File: src/design/assert_macros.svh
// Assertion macros used by the search sequencer of the lookup unit.
`ifndef ASSERT_MACROS_SVH
`define ASSERT_MACROS_SVH

// Same-cycle implication, clocked on clock and disabled during reset.
`define STKL_ASSERT_SAME(lbl, ante, cons, msg) \
   lbl: assert property (@(posedge clock) disable iff (reset) (ante) |-> (cons)) else $error(msg);

// Next-cycle implication, clocked on clock and disabled during reset.
`define STKL_ASSERT_NEXT(lbl, ante, cons, msg) \
   lbl: assert property (@(posedge clock) disable iff (reset) (ante) |=> (cons)) else $error(msg);

`endif

File: src/design/stkl_pkg.sv
// Types and constants shared by the sorted table lookup unit.
package stkl_pkg;

   localparam int KEY_W   = 64;
   localparam int VALUE_W = 64;
   localparam int INDEX_W = 12;
   localparam int SIZE_W  = 13;

   localparam logic CMD_LOAD   = 1'b0;
   localparam logic CMD_LOOKUP = 1'b1;

   typedef struct packed {
      logic               command;
      logic [INDEX_W-1:0] entry_index;
      logic [KEY_W-1:0]   search_key;
      logic [VALUE_W-1:0] entry_value;
   } stkl_req_type;

   typedef struct packed {
      logic               hit;
      logic [VALUE_W-1:0] found_value;
   } stkl_rsp_type;

   typedef struct packed {
      logic             go;
      logic [KEY_W-1:0] search_key;
   } stkl_launch_type;

endpackage

File: src/design/stkl_search.sv
// Search sequencer: bisection probes followed by a pipelined linear scan.
`include "assert_macros.svh"

module stkl_search #(
   parameter int TABLE_DEPTH = 4096,
   parameter int LINEAR_SPAN = 50
) (
   input  logic                                     clock,
   input  logic                                     reset,
   input  stkl_pkg::stkl_launch_type                launch,
   input  logic [$clog2(TABLE_DEPTH+1)-1:0]         size,
   input  logic [stkl_pkg::KEY_W-1:0]               rd_key,
   input  logic [stkl_pkg::VALUE_W-1:0]             rd_value,
   output logic [((TABLE_DEPTH > 1) ? $clog2(TABLE_DEPTH) : 1)-1:0] rd_addr,
   output logic                                     busy,
   output logic                                     rsp_valid,
   output stkl_pkg::stkl_rsp_type                   rsp_item
);

   localparam int AW    = (TABLE_DEPTH > 1) ? $clog2(TABLE_DEPTH) : 1;
   localparam int CNT_W = $clog2(TABLE_DEPTH + 1);

   typedef enum logic [2:0] {
      ST_IDLE   = 3'b001,
      ST_BISECT = 3'b010,
      ST_SCAN   = 3'b100
   } stkl_state_type;

   stkl_state_type               state_ff, state_in;
   logic [CNT_W-1:0]             top_ff, top_in;
   logic [CNT_W-1:0]             bottom_ff, bottom_in;
   logic [CNT_W-1:0]             probe_ff, probe_in;
   logic [stkl_pkg::KEY_W-1:0]   key_ff, key_in;
   logic                         rsp_valid_ff, rsp_valid_in;
   stkl_pkg::stkl_rsp_type       rsp_ff, rsp_in;

   logic                         key_match;
   logic                         go_up;
   logic                         span_short;
   logic [CNT_W-1:0]             span;
   logic [CNT_W:0]               bis_sum;
   logic [CNT_W-1:0]             mid_next;
   logic [CNT_W-1:0]             scan_next;
   logic [CNT_W-1:0]             launch_mid;

   // The read data on rd_key and rd_value always belongs to probe_ff.
   assign key_match  = (rd_key == key_ff);
   assign go_up      = (rd_key < key_ff);
   assign span       = top_ff - bottom_ff;
   assign span_short = (32'(span) < 32'(LINEAR_SPAN));
   assign bis_sum    = (CNT_W+1)'(go_up ? probe_ff : bottom_ff)
                     + (CNT_W+1)'(go_up ? top_ff : probe_ff);
   assign mid_next   = CNT_W'(bis_sum >> 1);
   assign scan_next  = probe_ff + CNT_W'(1);
   assign launch_mid = size >> 1;

   always_comb begin
      state_in     = state_ff;
      top_in       = top_ff;
      bottom_in    = bottom_ff;
      probe_in     = probe_ff;
      key_in       = key_ff;
      rsp_valid_in = 1'b0;
      rsp_in       = rsp_ff;
      rd_addr      = AW'(probe_ff);
      unique case (state_ff)
         ST_IDLE: begin
            if (launch.go) begin
               key_in    = launch.search_key;
               top_in    = size;
               bottom_in = '0;
               if (size == '0) begin
                  rsp_valid_in       = 1'b1;
                  rsp_in.hit         = 1'b0;
                  rsp_in.found_value = '0;
               end else begin
                  probe_in = launch_mid;
                  rd_addr  = AW'(launch_mid);
                  state_in = ST_BISECT;
               end
            end
         end
         ST_BISECT: begin
            if (key_match) begin
               rsp_valid_in       = 1'b1;
               rsp_in.hit         = 1'b1;
               rsp_in.found_value = rd_value;
               state_in           = ST_IDLE;
            end else if (span_short) begin
               // The scan covers the whole remaining span, midpoint included.
               if (bottom_ff == top_ff) begin
                  rsp_valid_in       = 1'b1;
                  rsp_in.hit         = 1'b0;
                  rsp_in.found_value = '0;
                  state_in           = ST_IDLE;
               end else begin
                  probe_in = bottom_ff;
                  rd_addr  = AW'(bottom_ff);
                  state_in = ST_SCAN;
               end
            end else begin
               // The lower bound moves to the midpoint itself.
               if (go_up) begin
                  bottom_in = probe_ff;
               end else begin
                  top_in = probe_ff;
               end
               probe_in = mid_next;
               rd_addr  = AW'(mid_next);
            end
         end
         ST_SCAN: begin
            if (key_match) begin
               rsp_valid_in       = 1'b1;
               rsp_in.hit         = 1'b1;
               rsp_in.found_value = rd_value;
               state_in           = ST_IDLE;
            end else if (scan_next >= top_ff) begin
               rsp_valid_in       = 1'b1;
               rsp_in.hit         = 1'b0;
               rsp_in.found_value = '0;
               state_in           = ST_IDLE;
            end else begin
               probe_in = scan_next;
               rd_addr  = AW'(scan_next);
            end
         end
         default: begin
            state_in = ST_IDLE;
         end
      endcase
   end

   always_ff @(posedge clock) begin
      if (reset) begin
         state_ff     <= ST_IDLE;
         rsp_valid_ff <= 1'b0;
      end else begin
         state_ff     <= state_in;
         rsp_valid_ff <= rsp_valid_in;
      end
   end

   always_ff @(posedge clock) begin
      top_ff    <= top_in;
      bottom_ff <= bottom_in;
      probe_ff  <= probe_in;
      key_ff    <= key_in;
      rsp_ff    <= rsp_in;
   end

   assign busy      = (state_ff != ST_IDLE);
   assign rsp_valid = rsp_valid_ff;
   assign rsp_item  = rsp_ff;

   `STKL_ASSERT_SAME(a_rsp_when_idle, rsp_valid_ff, state_ff == ST_IDLE, "response while searching")
   `STKL_ASSERT_SAME(a_miss_is_zero, rsp_valid_ff && !rsp_ff.hit, rsp_ff.found_value == '0, "miss with nonzero value")
   `STKL_ASSERT_SAME(a_bounds_order, state_ff != ST_IDLE, bottom_ff <= top_ff, "search bounds crossed")
   `STKL_ASSERT_SAME(a_scan_in_span, state_ff == ST_SCAN, (probe_ff >= bottom_ff) && (probe_ff < top_ff), "scan probe outside span")
   `STKL_ASSERT_NEXT(a_match_answers, (state_ff == ST_BISECT) && key_match, rsp_valid_ff && rsp_ff.hit, "bisection match not answered")

endmodule

File: config.mk
export PLATFORM = sky130hd
export DESIGN_NAME = stkl_search
export DESIGN_NICKNAME = d
export VERILOG_FILES = /design/src/design/stkl_pkg.sv /design/src/design/stkl_search.sv
export VERILOG_INCLUDE_DIRS = /design/src /design/src/design
export SDC_FILE = /design/constraint.sdc
export NUM_CORES = 1
export LEC_CHECK = 0
export ABC_AREA = 1
export BUFFER_PORTS_ARGS = -buffer_cell sky130_fd_sc_hd__buf_4
export CAP_MARGIN = 0
export CORE_MARGIN = 3
export CORE_UTILIZATION = 25
export DETAILED_ROUTE_END_ITERATION = 6
export GPL_TIMING_DRIVEN = 0
export PLACE_DENSITY_LB_ADDON = 0.2
export REMOVE_ABC_BUFFERS = 1
export SYNTH_ARGS = -nofsm -noshare
export SYNTH_HDL_FRONTEND = slang
export SYNTH_SLANG_ARGS = --single-unit
File: constraint.sdc
create_clock -name clock -period 4.4 [get_ports clock]
set_input_delay 0.22 -clock clock [delete_from_list [all_inputs] [get_ports clock]]
set_output_delay 0.22 -clock clock [all_outputs]
set_load 0.005 [all_outputs]
# == After elaboration in Yosys (flattened, before gate mapping) ==
# Index checks and enable logic that the tools add are counted.
# word_totals
ff_bits,172
inputBits,208
output_inout_bits,79
word_cells,94
# op_classes
addsub,3
n_lt_le_gt_ge,3
eq_ne,19
n_mux,52
reduce_logical,9
# ops
op,count
two-way mux 65 bit,7
two-way mux 13 bit,17
case mux 65 bit (3 select lines),1
two-way mux 12 bit,7
== test 64 bit,1
< comparator 64 bit,1
case mux 13 bit (2 select lines),2
case mux 13 bit (3 select lines),1
case mux 12 bit (3 select lines),1
two-way mux 3 bit,7
"!= test 2 bit, second input constant",9
adder 13 x 13 -> 14 bit,1
"adder 13 x 1 -> 13 bit, second input constant",1
== test 13 bit,1
greater-or-equal comparator 13 bit,1
zero test 13 bit,1
"< comparator 13 x 6 -> 1 bit, second input constant",1
subtractor 13 bit,1
"!= test 3 bit, second input constant",4
AND reduction 5 bit,2
case mux 3 bit (3 select lines),1
two-way mux 1 bit,7
AND reduction 7 bit,1
AND reduction 6 bit,1
9 further kinds,9

# == Longest topological paths before layout ==
# Gate-level depths: netlist of the first run.
# depth
ltp_word,6
ltp_mapped,30
depth_no_buf,29

# == Worst setup path before layout of the first run ==
# No wires, ideal clock.
# synth_timing
path_type,reg2out
start,register state_ff[2]
end,output rd_addr[11] (netlist bit)
arrival_ns,4.351
t_required_ns,4.180
slack_ns,-0.171
stages_incl_launch_ff,9
n_path_buf,1
path_cell_list,dfxtp_1 nor3_1 inv_1 clkbuf_1 nor2_1 nand2_1 nand4_1 nor2_1 a22oi_1
# synth_via
elab_chain_cells,2
elab_cells_between_ends,4
cone_classes,eq/ne (3); mux (1)
# synth_lines
item,line,text
start: declaration,stkl_search.sv:29,"stkl_state_type state_ff, state_in;"
start signal: assignment,stkl_search.sv:139,state_ff <= state_in;
== test 3 bit (tied with other cells),stkl_search.sv:66,unique case (state_ff)
case mux 12 bit (3 select lines) *,stkl_search.sv:66,
end: declaration,stkl_search.sv:14,"output logic [((TABLE_DEPTH > 1) ? $clog2(TABLE_DEPTH) : 1)-1:0] rd_addr,"
# Mark *: on every way between the ends. The rest lies on a longest branch, timed or not.

# == Worst setup path in the final report of the first run ==
# layout_timing
start,register key_ff[59] (netlist bit)
end,output rd_addr[9] (netlist bit)
# layout_via
elab_chain_cells,6
elab_cells_between_ends,9
cone_classes,add/sub (1); order compare (1); eq/ne (1); mux (6)
# layout_lines
item,line,text
start: declaration,stkl_search.sv:33,"logic [stkl_pkg::KEY_W-1:0] key_ff, key_in;"
start signal: assignment,stkl_search.sv:148,key_ff <= key_in;
< comparator 64 bit,stkl_search.sv:48,assign go_up = (rd_key < key_ff);
two-way mux 13 bit (on tied branches),"stkl_search.sv:51, stkl_search.sv:52",
adder 13 x 13 -> 14 bit,stkl_search.sv:52,+ (CNT_W+1)'(go_up ? top_ff : probe_ff);
two-way mux 12 bit,stkl_search.sv:89,end else if (span_short) begin
two-way mux 12 bit,stkl_search.sv:84,if (key_match) begin
case mux 12 bit (3 select lines) *,stkl_search.sv:66,
# Marks and branches as above.

==> summary.md, run 1 <==
| Metric | Value |
|---|---|
| Outcome | complete, no violations |
| Layout cell share with drive strength beyond 1 | 30.31% |
| Core ar. | 42600 µm² |
| FF-to-FF setup slack | 0.29 ns |
| Min Hold Slack | 0.05366 ns |
| RSZ-0062 raised after global routing | yes |
| Power density cells | 516.2 nW/µm² |
| Setup_tns | 0 ns |
| Clk_lat worst skew | 0.46 ns |
| CTS buffer count | 17 |
| Htree depth | 4 |
| Area leader, netlist | edfxtp_1 |
| Min-delay src | rd_value[55] |
| # setup viols final | 0 |
| RePlAce Congestion | 0.8844 |
| Drt drc | 0 |
| Clock skew | 0.008884 ns |
| Cell with the most instances after synthesis | inv_1 |
| Total congestion overflow | 0 |
| Antenna-violating nets left | 0 |
| Layout Utilization | 38.32% |
| Starting Density | 25.66% |
| Total power draw | 8.428 mW |
| Sw frac | 41.97% |
| WL final | 38310 µm |
| Area contributors post-synth | edfxtp_1, ha_1, inv_1 |
| Clk network pwr share | 19.1% |
| Post-route clock period utilization | 98.35% |
| Initial antenna violation count | 3 |
| Chip width | 215.1 µm |
| DR vias | 10160 |
| CTS tree | built |
| Bufs and invs on worst path | 5 |
| GRT Util Overall | 16.12% |
| Ports | 287 |
| FFs w/ async S/R, synth | 0% |
| Fin. max-slew vios | 0 |
| Area Overhead vs Synth | 49.37% |
| Post-synthesis sequential area ratio | 46.89% |
| Placed Instances | 2123 |
| Drt first pass iters | 5 |
| Int Pwr | 4.891 mW |
| Number of flops mapped to enable cells by yosys | 168 |
| Cell Count, Final, Fillers Out | 2287 |
| Max_slew headroom | 15.30% |
| Cell row count | 75 |
| Delay-heaviest family, CP | simple AND/OR/NAND/NOR gates |
| Top cell type's share of synthesized area | 46.15% |
| Terminus of the critical flop-to-flop path | probe_ff[9]$_DFFE_PP_ |
| Crit path capture | rd_addr[9] |
| Max-cap viol count | 0 |
| Slowest stage delay, CP | 0.39 ns |
| Sink Count | 172 |
| Final Hold Vio Count | 0 |
| Gate power share | 52.9% |
| Ys Warns | 0 |
| Syn avg cell area | 8.519 µm² |
| Crit path depth | 26 |
| DR WL/cell | 16.75 µm |
| F_max | 231.1 MHz |
| Largest net degree at the start of global routing | 66 |
| VDD IR max | 0.0003444 V |
| Vias in the first global route | 10360 |
| Post-route cell area | 16330 µm² |
| FF-to-FF path depth | 28 |
| Ys flop type | edfxtp_1 |
| Cells after Synth | 1283 |
| Critical path peak fanout | 5 |
| Most frequent CP cell | nand3_2 |
| Die span in y | 215.1 µm |
| Leakage power | 7.848 nW |
| CP Capture Type | output port |
| Layout net count | 2008 |
| WP data required | 4.18 ns |
| Vias per cell | 4.441 |
| Tmin final | 4.327 ns |
| Crit-path slowest cell | fa_2 |
| Detailed Route Iter0 Violations | 623 |
| Worst path arrival time | 4.11 ns |
| Hpwl dp | 28280 µm |
| Worst Hold Class | in2reg |
| Post-Synthesis Cell Area | 10930 µm² |
| Kind of critical path | reg2out |
| Worst setup SP type | flop |
| Placement Setup Slack | -1.166 ns |
| CTS root buffer | clkbuf_16 |
| Area post-placement | 13800 µm² |
| Sw Pwr | 3.537 mW |
| Final Worst Setup Slack | 0.07274 ns |
| Buffers added on ports | 286 |
| Seq pwr share | 28.0% |
| FF+latch count, synth | 172 |
| CP startpoint | key_ff[59]$_DFFE_PP_ |
| First-pass GRT wire length | 57350 µm |
| Die Area | 46270 µm² |
| Number of library cell types mapped by synthesis | 43 |
| # fillers | 4340 |
| Slew @ Worst Pin | 1.261 ns |
| Worst R2R Start | key_ff[59]$_DFFE_PP_ |
| Synth top cells by count | inv_1, nand2_1, edfxtp_1, nor2_1, ha_1 |
| Clk buf depth | 2 |
| Reg clk slew, reported paths | 0.08 ns |
worst min path at each step:
stage / depth (start not counted) / to / slack [ns]
floorplan: 1 / state_ff[2]$_SDFFE_PP0P_ / 0.29
global placement: 1 / key_ff[15]$_DFFE_PP_ / 0.40
detailed placement: 1 / key_ff[50]$_DFFE_PP_ / 0.40
CTS: 3 / rsp_item[56]$_SDFFCE_PN0P_ / 0.01
global route: 3 / rsp_item[36]$_SDFFCE_PN0P_ / 0.04
finish: 3 / rsp_item[55]$_SDFFCE_PN0P_ / 0.05
per-layer routing:
layer	vias to the layer above	part of all wire, %	GRT usage, %	routed length [µm]
met5	-	0.070	0	27
met4	4	1.5	4.583	583
met3	44	8.9	6.215	3420
met2	330	48	27.16	18530
met1	4710	41	19.17	15750
li1	5069	-	-	-
flip-flops by register name (all words and copies together), names as in the netlist:
name / flops
key_ff: 64
state_ff: 3
probe_ff: 13
rsp_item: 65
top_ff: 13
rsp_valid: 1
bottom_ff: 13
cell families (layout without fill, tap and decap cells):
group	Yosys count	in the layout	share of synthesized area (%)
XOR/XNOR	24	24	1.923
AND/OR/NAND/NOR	493	494	18.75
AO/OA/AOI/OAI	204	204	10.34
adder cells (fa/ha/maj)	104	104	12.04
other	0	1	0
buffers and inverters	286	711	10.06
flip-flops	172	172	46.89
tightest hold or removal path: stages:
cell,delay [ns]
buf_4,0.07
inv_1,0.03
nor2_1,0.08
placed cells by master (no fill, tap or decap), types with 61 or more instances in the layout:
master         synthesis  routed
buf_4                  0     336
inv_1                253     237
nand2_1              244     223
edfxtp_1             168     168
nor2_1               135     123
ha_1                 102      87
o21ai_0               82      70
dlygate4sd3_1          0      65
nand3_1               75      63
a21oi_1               81      61
timing repair:
| item | CTS | global route |
|---|---|---|
| endpoints found under the setup margin | 99 | 87 |
| buffers inserted | 26 | 36 |
| hold buffers | 65 | 0 |
| gates resized for setup | 79 | 81 |
| cloned | 3 | 4 |
| pin swaps | 40 | 58 |
| hold endpoints to repair | 68 | 0 |
power by group through the flow:
stage	Sequential, mW	Clock, mW	Combinational, mW
final	2.36	1.61	4.46
after floorplan	2.35	0	2.35
after detailed placement	2.40	0	3.60
after global routing	2.39	1.72	4.96
after global placement	2.43	0	3.48
after CTS	2.35	1.67	4.13
final cells by class:
type	instances	area, µm²	area share, %
sequential	172	5125	31.39
antenna	1	2.502	0.01533
clock buffer	17	425.4	2.606
timing repair buffer	420	3518	21.55
inverter	256	983.4	6.023
clock inverter	15	177.7	1.088
multi-input combinational	826	5331	32.65
timing repair inverter	3	41.29	0.2529
tap	577	721.9	4.422
No activity file was read; power rests on OpenSTA's default activity.
==> run 2: changes to the inputs <==
--- a/config.mk
+++ b/config.mk
@@ -10,7 +10,7 @@
 export BUFFER_PORTS_ARGS = -buffer_cell sky130_fd_sc_hd__buf_4
 export CAP_MARGIN = 0
 export CORE_MARGIN = 3
-export CORE_UTILIZATION = 25
+export CORE_UTILIZATION = 36
 export DETAILED_ROUTE_END_ITERATION = 6
 export GPL_TIMING_DRIVEN = 0
 export PLACE_DENSITY_LB_ADDON = 0.2
==> run 2 against run 1 <==
Core utilization grew 14 points. Total power shrank 4.8%. Sequential power is essentially flat. Non-clock buffer count shrank 18. Critical endpoint is now rd_addr[5]. Highest routed layer is now met4.
==> summary.md, run 2 (synthesis gave the netlist of run 1 again) <==
| Metric | Value |
|---|---|
| DR vias | 10310 (+1.5%) |
| Int Pwr | 4.599 mW (-6.0%) |
| Vias per cell | 4.953 (+12%) |
| Layout net count | 1989 (-0.95%) |
| Largest net degree at the start of global routing | 66 (unchanged) |
| RePlAce Congestion | 0.9498 (+7.4%) |
| CTS root buffer | clkbuf_16 |
| Worst setup SP type | flop |
| Most common cell after layout, fill and taps aside | buf_4 |
| CTS buffer count | 17 (unchanged) |
| First-pass GRT wire length | 54500 µm (-5.0%) |
| Detailed Route Iter0 Violations | 842 (+35%) |
| Reg clk slew, reported paths | 0.07 ns (about the same) |
| GRT Util Overall | 21.20% (+5.1 points) |
| Tmin final | 4.300 ns (-0.02749 ns) |
| Power density cells | 513.0 nW/µm² (-0.61%) |
| Clk buf depth | 2 (unchanged) |
| Outcome | complete, no violations |
| Sink Count | 172 (unchanged) |
| Hpwl dp | 26000 µm (-8.0%) |
| Antenna-violating nets left | 0 (unchanged) |
| Drt first pass iters | 5 (unchanged) |
| Seq pwr share | 29.4% (+1.4 points) |
| Buffers added on ports | 286 (unchanged) |
| Die span in y | 180.3 µm (-16%) |
| Chip width | 180.3 µm (-16%) |
| Area post-placement | 13580 µm² (-1.6%) |
| Initial antenna violation count | 2 (-1) |
| Sw frac | 42.68% (+0.71 points) |
| Max_slew headroom | 25.18% (+9.9 points) |
| Kind of critical path | reg2out |
| Core ar. | 29800 µm² (-30%) |
| RSZ-0062 raised after global routing | yes |
| # setup viols final | 0 (unchanged) |
| Worst path arrival time | 4.08 ns (-0.03 ns) |
| WL final | 35790 µm (-6.6%) |
| VDD IR max | 0.0002869 V (-17%) |
| Cell Count, Final, Fillers Out | 2082 (-9.0%) |
| Most frequent cells in the layout | buf_4, inv_1, nand2_1 |
| Clk_lat worst skew | 0.44 ns (-0.02 ns) |
| WP data required | 4.18 ns (about the same) |
| DR WL/cell | 17.19 µm (+2.6%) |
| Htree depth | 4 (unchanged) |
| Clk network pwr share | 17.9% (-1.2 points) |
| Setup_tns | 0 ns (unchanged) |
| Die Area | 32490 µm² (-30%) |
| Fin. max-slew vios | 0 (unchanged) |
| Clock skew | 0.01192 ns (+0.003033 ns) |
| Ports | 287 (unchanged) |
| Post-route cell area | 15640 µm² (-4.2%) |
| Max-cap viol count | 0 (unchanged) |
| Max FFs per register | 65 (unchanged) |
| Drt drc | 0 (unchanged) |
| Vias in the first global route | 10450 (+0.88%) |
| Layout cell share with drive strength beyond 1 | 27.57% (-2.7 points) |
| Slew @ Worst Pin | 1.122 ns (-0.1385 ns) |
| Cell row count | 63 (-16%) |
| Area Overhead vs Synth | 43.07% |
| F_max | 232.6 MHz (+0.64%) |
| Critical path peak fanout | 5 (unchanged) |
| Placed Instances | 1936 (-8.8%) |
| CP Capture Type | output port |
| Worst Hold Class | in2reg |
| CTS tree | built |
| Gate power share | 52.7% (-0.2 points) |
| Sw Pwr | 3.424 mW (-3.2%) |
| Final Hold Vio Count | 0 (unchanged) |
| Total congestion overflow | 0 (unchanged) |
| Post-route clock period utilization | 97.72% (-0.62 points) |
| Leakage power | 7.671 nW (-2.3%) |
| Starting Density | 36.68% (+11 points) |
-- run 2: cell types whose count changed in the layout (fill, tap and decap cells not counted), sizes merged --
cell    change
inv         -3
bufinv      -2
nand2       +1
bufbuf      +1
buf        -19
clkbuf      +1
clkinv      +2
diode       +1
-- run 2: power groups by stage --
stage | sequential [mW] | clock, mW | combinational [mW]
after floorplan | 2.35 | 0 | 2.35
after global placement | 2.42 | 0 | 3.40
after detailed placement | 2.39 | 0 | 3.54
after CTS | 2.35 | 1.47 | 3.77
after global routing | 2.39 | 1.53 | 4.68
final | 2.36 | 1.44 | 4.23
-- run 2: final timing paths --
check	slack [ns]	to	startpoint	depth (start not counted)
setup / recovery	0.10	rd_addr[5]	key_ff[9]$_DFFE_PP_	27
hold / removal	0.07	rsp_item[28]$_SDFFCE_PN0P_	rd_value[28]	3
setup reg to reg	0.23	probe_ff[12]$_DFFE_PP_	top_ff[0]$_DFFE_PP_	17
hold reg to reg	0.67	probe_ff[11]$_DFFE_PP_	bottom_ff[11]$_SDFFCE_PN0P_	2
-- run 2: worst max-delay path, stage by stage (launching register included) --
cell,delay [ns]
edfxtp_1,0.37
inv_1,0.06
ha_1,0.23
nand2_1,0.07
nand2_1,0.07
nand3_1,0.08
nand2_1,0.07
a21oi_2,0.15
nand2_2,0.08
nand2_2,0.06
nand2_2,0.06
nand2_4,0.09
nand2_8,0.08
clkbuf_16,0.17
o21ai_4,0.16
inv_2,0.06
fa_2,0.41
nor2_4,0.13
nor2_2,0.06
o21bai_4,0.18
a21oi_2,0.07
nor2_1,0.08
nor2_1,0.05
xor2_1,0.15
nand2_1,0.12
nand3_2,0.08
a22oi_2,0.28
buf_4,0.17
-- run 2: cell type report --
| type | count | area [µm²] |
|---|---|---|
| fillers | 2758 | 14160 |
| multi-input cells | 827 | 5175 |
| flip-flops and latches | 172 | 5125 |
| repair buffers | 402 | 3302 |
| inverters | 256 | 987.2 |
| well taps | 390 | 488.0 |
| clock buffers | 18 | 429.2 |
| clock inverters | 14 | 111.4 |
| repair inverters | 1 | 16.27 |
| diodes | 2 | 5.005 |
-- run 2: timing repair --
item	in CTS	in global routing
hold buffers	65	0
endpoints found under the setup margin	85	108
hold endpoints to repair	67	0
pin swaps	15	52
resized for setup	36	88
buffers inserted	15	27
cloned	2	3
-- run 2: metrics by stage --
step | hold WS [ns] | util, % | worst slack (ns) | power, mW
final | 0.07136 | 52.49 | 0.1002 | 8.023
after global routing | 0.06068 | 52.49 | -0.1496 | 8.596
after CTS | 0.05247 | 50.52 | -0.04940 | 7.596
after detailed placement | 0.3994 | 45.58 | -0.8752 | 5.931
after global placement | 0.3989 | 45.06 | -3.929 | 5.819
after floorplan | 0.2891 | - | -0.4327 | 4.693
-- run 2: metal layers --
layer / track usage, % / vias to the layer above / wire length, µm
li1: - / 5023 / -
met1: 23.71 / 4728 / 13250
met2: 36.64 / 473 / 17510
met3: 7.307 / 89 / 3589
met4: 9.334 / 0 / 1449
met5: 0 / - / 0
==> run 3: changes to the inputs <==
--- a/config.mk
+++ b/config.mk
@@ -9,7 +9,6 @@
 export ABC_AREA = 1
 export BUFFER_PORTS_ARGS = -buffer_cell sky130_fd_sc_hd__buf_4
 export CAP_MARGIN = 0
-export CORE_MARGIN = 3
 export CORE_UTILIZATION = 36
 export DETAILED_ROUTE_END_ITERATION = 6
 export GPL_TIMING_DRIVEN = 0
==> run 3 against run 2 <==
Sequential power is essentially flat. Final cell count grew 0.86%. Combinational power grew 7.8%.
==> summary.md, run 3 (synthesis gave the netlist of run 1 again) <==
| Metric | Value |
|---|---|
| Area post-placement | 13550 µm² (-0.24%) |
| Placement Setup Slack | -0.9610 ns (-0.08587 ns) |
| Kind of critical path | reg2out |
| Area Overhead vs Synth | 46.41% |
| Sw frac | 43.15% (+0.47 points) |
| Critical path peak fanout | 5 (unchanged) |
| Gate power share | 54.5% (+1.8 points) |
| Most common cell after layout, fill and taps aside | buf_4 |
| Core ar. | 29720 µm² (-0.26%) |
| Tmin final | 4.389 ns (+0.08886 ns) |
| GRT Util Overall | 22.15% (+0.94 points) |
| Seq pwr share | 28.3% (-1.1 points) |
| Post-route clock period utilization | 99.74% (+2.0 points) |
| Clk network pwr share | 17.3% (-0.6 points) |
| Detailed Route Iter0 Violations | 840 (-0.24%) |
| Leakage power | 7.783 nW (+1.5%) |
| Reg clk slew, reported paths | 0.07 ns (about the same) |
| Vias in the first global route | 9881 (-5.4%) |
| Int Pwr | 4.754 mW (+3.4%) |
| # fillers | 2651 (-3.9%) |
| Clk buf depth | 2 (unchanged) |
| RePlAce Congestion | 0.9208 (-3.1%) |
| Fin. max-slew vios | 0 (unchanged) |
| Worst path arrival time | 4.17 ns (+0.09 ns) |
| Sink Count | 172 (unchanged) |
| CTS tree | built |
| First-pass GRT wire length | 52340 µm (-4.0%) |
| Largest net degree at the start of global routing | 66 (unchanged) |
| Clk_lat worst skew | 0.45 ns (about the same) |
| DR WL/cell | 17.15 µm (-0.23%) |
| Max-cap viol count | 0 (unchanged) |
| Cell Count, Final, Fillers Out | 2100 (+0.86%) |
| Die span in y | 176.3 µm (-2.2%) |
| Sw Pwr | 3.609 mW (+5.4%) |
| CTS buffer count | 17 (unchanged) |
| Initial antenna violation count | 2 (unchanged) |
| WP data required | 4.18 ns (about the same) |
| CTS root buffer | clkbuf_16 |
| Chip width | 176.3 µm (-2.2%) |
| DR vias | 10430 (+1.1%) |
| Drt drc | 0 (unchanged) |
| Placed Instances | 1935 (-0.052%) |
| CP Capture Type | output port |
| Layout net count | 2008 (+0.96%) |
| RSZ-0062 raised after global routing | yes |
| Max_slew headroom | 22.90% (-2.3 points) |
| VDD IR max | 0.0002589 V (-9.8%) |
| Starting Density | 36.78% (+0.097 points) |
| Post-route cell area | 16000 µm² (+2.3%) |
| Slew @ Worst Pin | 1.155 ns (+0.03238 ns) |
| Total congestion overflow | 0 (unchanged) |
| Worst setup SP type | flop |
| Final Hold Vio Count | 0 (unchanged) |
| Vias per cell | 4.966 (+0.26%) |
| Clock skew | 0.01511 ns (+0.003196 ns) |
| Htree depth | 4 (unchanged) |
| # setup viols final | 0 (unchanged) |
| Power density cells | 522.6 nW/µm² (+1.9%) |
| Layout cell share with drive strength beyond 1 | 31.09% (+3.5 points) |
| Buffers added on ports | 286 (unchanged) |
| Ports | 287 (unchanged) |
| Outcome | complete, no violations |
| Worst Hold Class | in2reg |
| Hpwl dp | 25190 µm (-3.1%) |
| Antenna-violating nets left | 0 (unchanged) |
| Layout Utilization | 53.85% (+1.4 points) |
| Final Worst Setup Slack | 0.01137 ns (-0.08886 ns) |
| F_max | 227.9 MHz (-2.0%) |
| Cell row count | 63 (unchanged) |
| Die Area | 31060 µm² (-4.4%) |
| Most frequent cells in the layout | buf_4, inv_1, nand2_1 |
| Drt first pass iters | 5 (unchanged) |
| Max FFs per register | 65 (unchanged) |
| WL final | 36020 µm (+0.64%) |
## run 3: cell types whose count changed in the layout (fill, tap and decap cells not counted), moves of 7 or more
cell,previous run,this run
a21oi_2,17,24
nand2_1,227,218
o21ai_2,4,14
nand2_2,14,22
o21ai_0,70,59
a21oi_1,66,58
buf_4,327,335
## run 3: critical path: stages, from the launching register on
cell and delay (ns):
edfxtp_1 0.38, buf_6 0.12, clkinvlp_4 0.14, nor3_4 0.25, nand4_1 0.22, buf_4 0.21
nor3_4 0.22, nand2_2 0.09, xor2_2 0.16, ha_1 0.32, nand2_2 0.07, nor2_1 0.09
inv_1 0.06, nor4_2 0.26, inv_1 0.08, nand4_1 0.14, buf_6 0.17, nand2_4 0.10
a22oi_2 0.22, nor2_1 0.06, a22oi_2 0.20, buf_4 0.15
## run 3: worst paths after layout
path | startpoint | to | slack [ns] | depth (start not counted)
hold / removal | rd_value[15] | rsp_item[15]$_SDFFCE_PN0P_ | 0.07 | 3
hold reg to reg | probe_ff[12]$_DFFE_PP_ | bottom_ff[12]$_SDFFCE_PN0P_ | 0.64 | 2
setup reg to reg | probe_ff[0]$_DFFE_PP_ | rsp_item[63]$_SDFFCE_PN0P_ | 0.11 | 25
setup / recovery | probe_ff[0]$_DFFE_PP_ | rd_addr[11] | 0.01 | 21
## run 3: layout make-up
type	instances	area, µm²	area share [%]
repair inverters	3	36.28	0.2267
diodes	2	5.005	0.03127
well taps	390	488.0	3.049
clock buffers	17	425.4	2.658
clock inverters	14	111.4	0.6959
flip-flops and latches	172	5125	32.03
inverters	256	996.0	6.224
repair buffers	416	3397	21.23
multi-input cells	830	5419	33.86
## run 3: per-stage QoR
step | power [mW] | hold WS (ns) | setup TNS, ns
final | 8.363 | 0.06883 | 0
after global placement | 5.827 | 0.3977 | -696.70
after global routing | 8.891 | 0.06157 | -3.675
after CTS | 7.569 | 0.05917 | 0
after detailed placement | 5.901 | 0.3992 | -69.35
after floorplan | 4.693 | 0.2891 | -28.26
## run 3: power groups by stage
stage	clock [mW]	sequential [mW]	combinational, mW
floorplan	0	2.35	2.35
global placement	0	2.42	3.41
detailed placement	0	2.39	3.51
CTS	1.46	2.35	3.75
global route	1.52	2.39	4.98
finish	1.44	2.36	4.56
## run 3: repair_timing
| item | 4_1_cts | 5_1_grt |
|---|---|---|
| resized for setup | 43 | 146 |
| endpoints found under the setup margin | 97 | 104 |
| pin swaps | 8 | 75 |
| hold endpoints to repair | 66 | 0 |
| hold buffers | 65 | 0 |
| setup buffers | 14 | 44 |
| cloned | 2 | 7 |
## run 3: metal layers
layer,share of wire (%),GRT usage [%]
met4,3.2,7.536
met2,50,39.37
met1,37,25.33
met3,9.4,6.202
met5,0,0
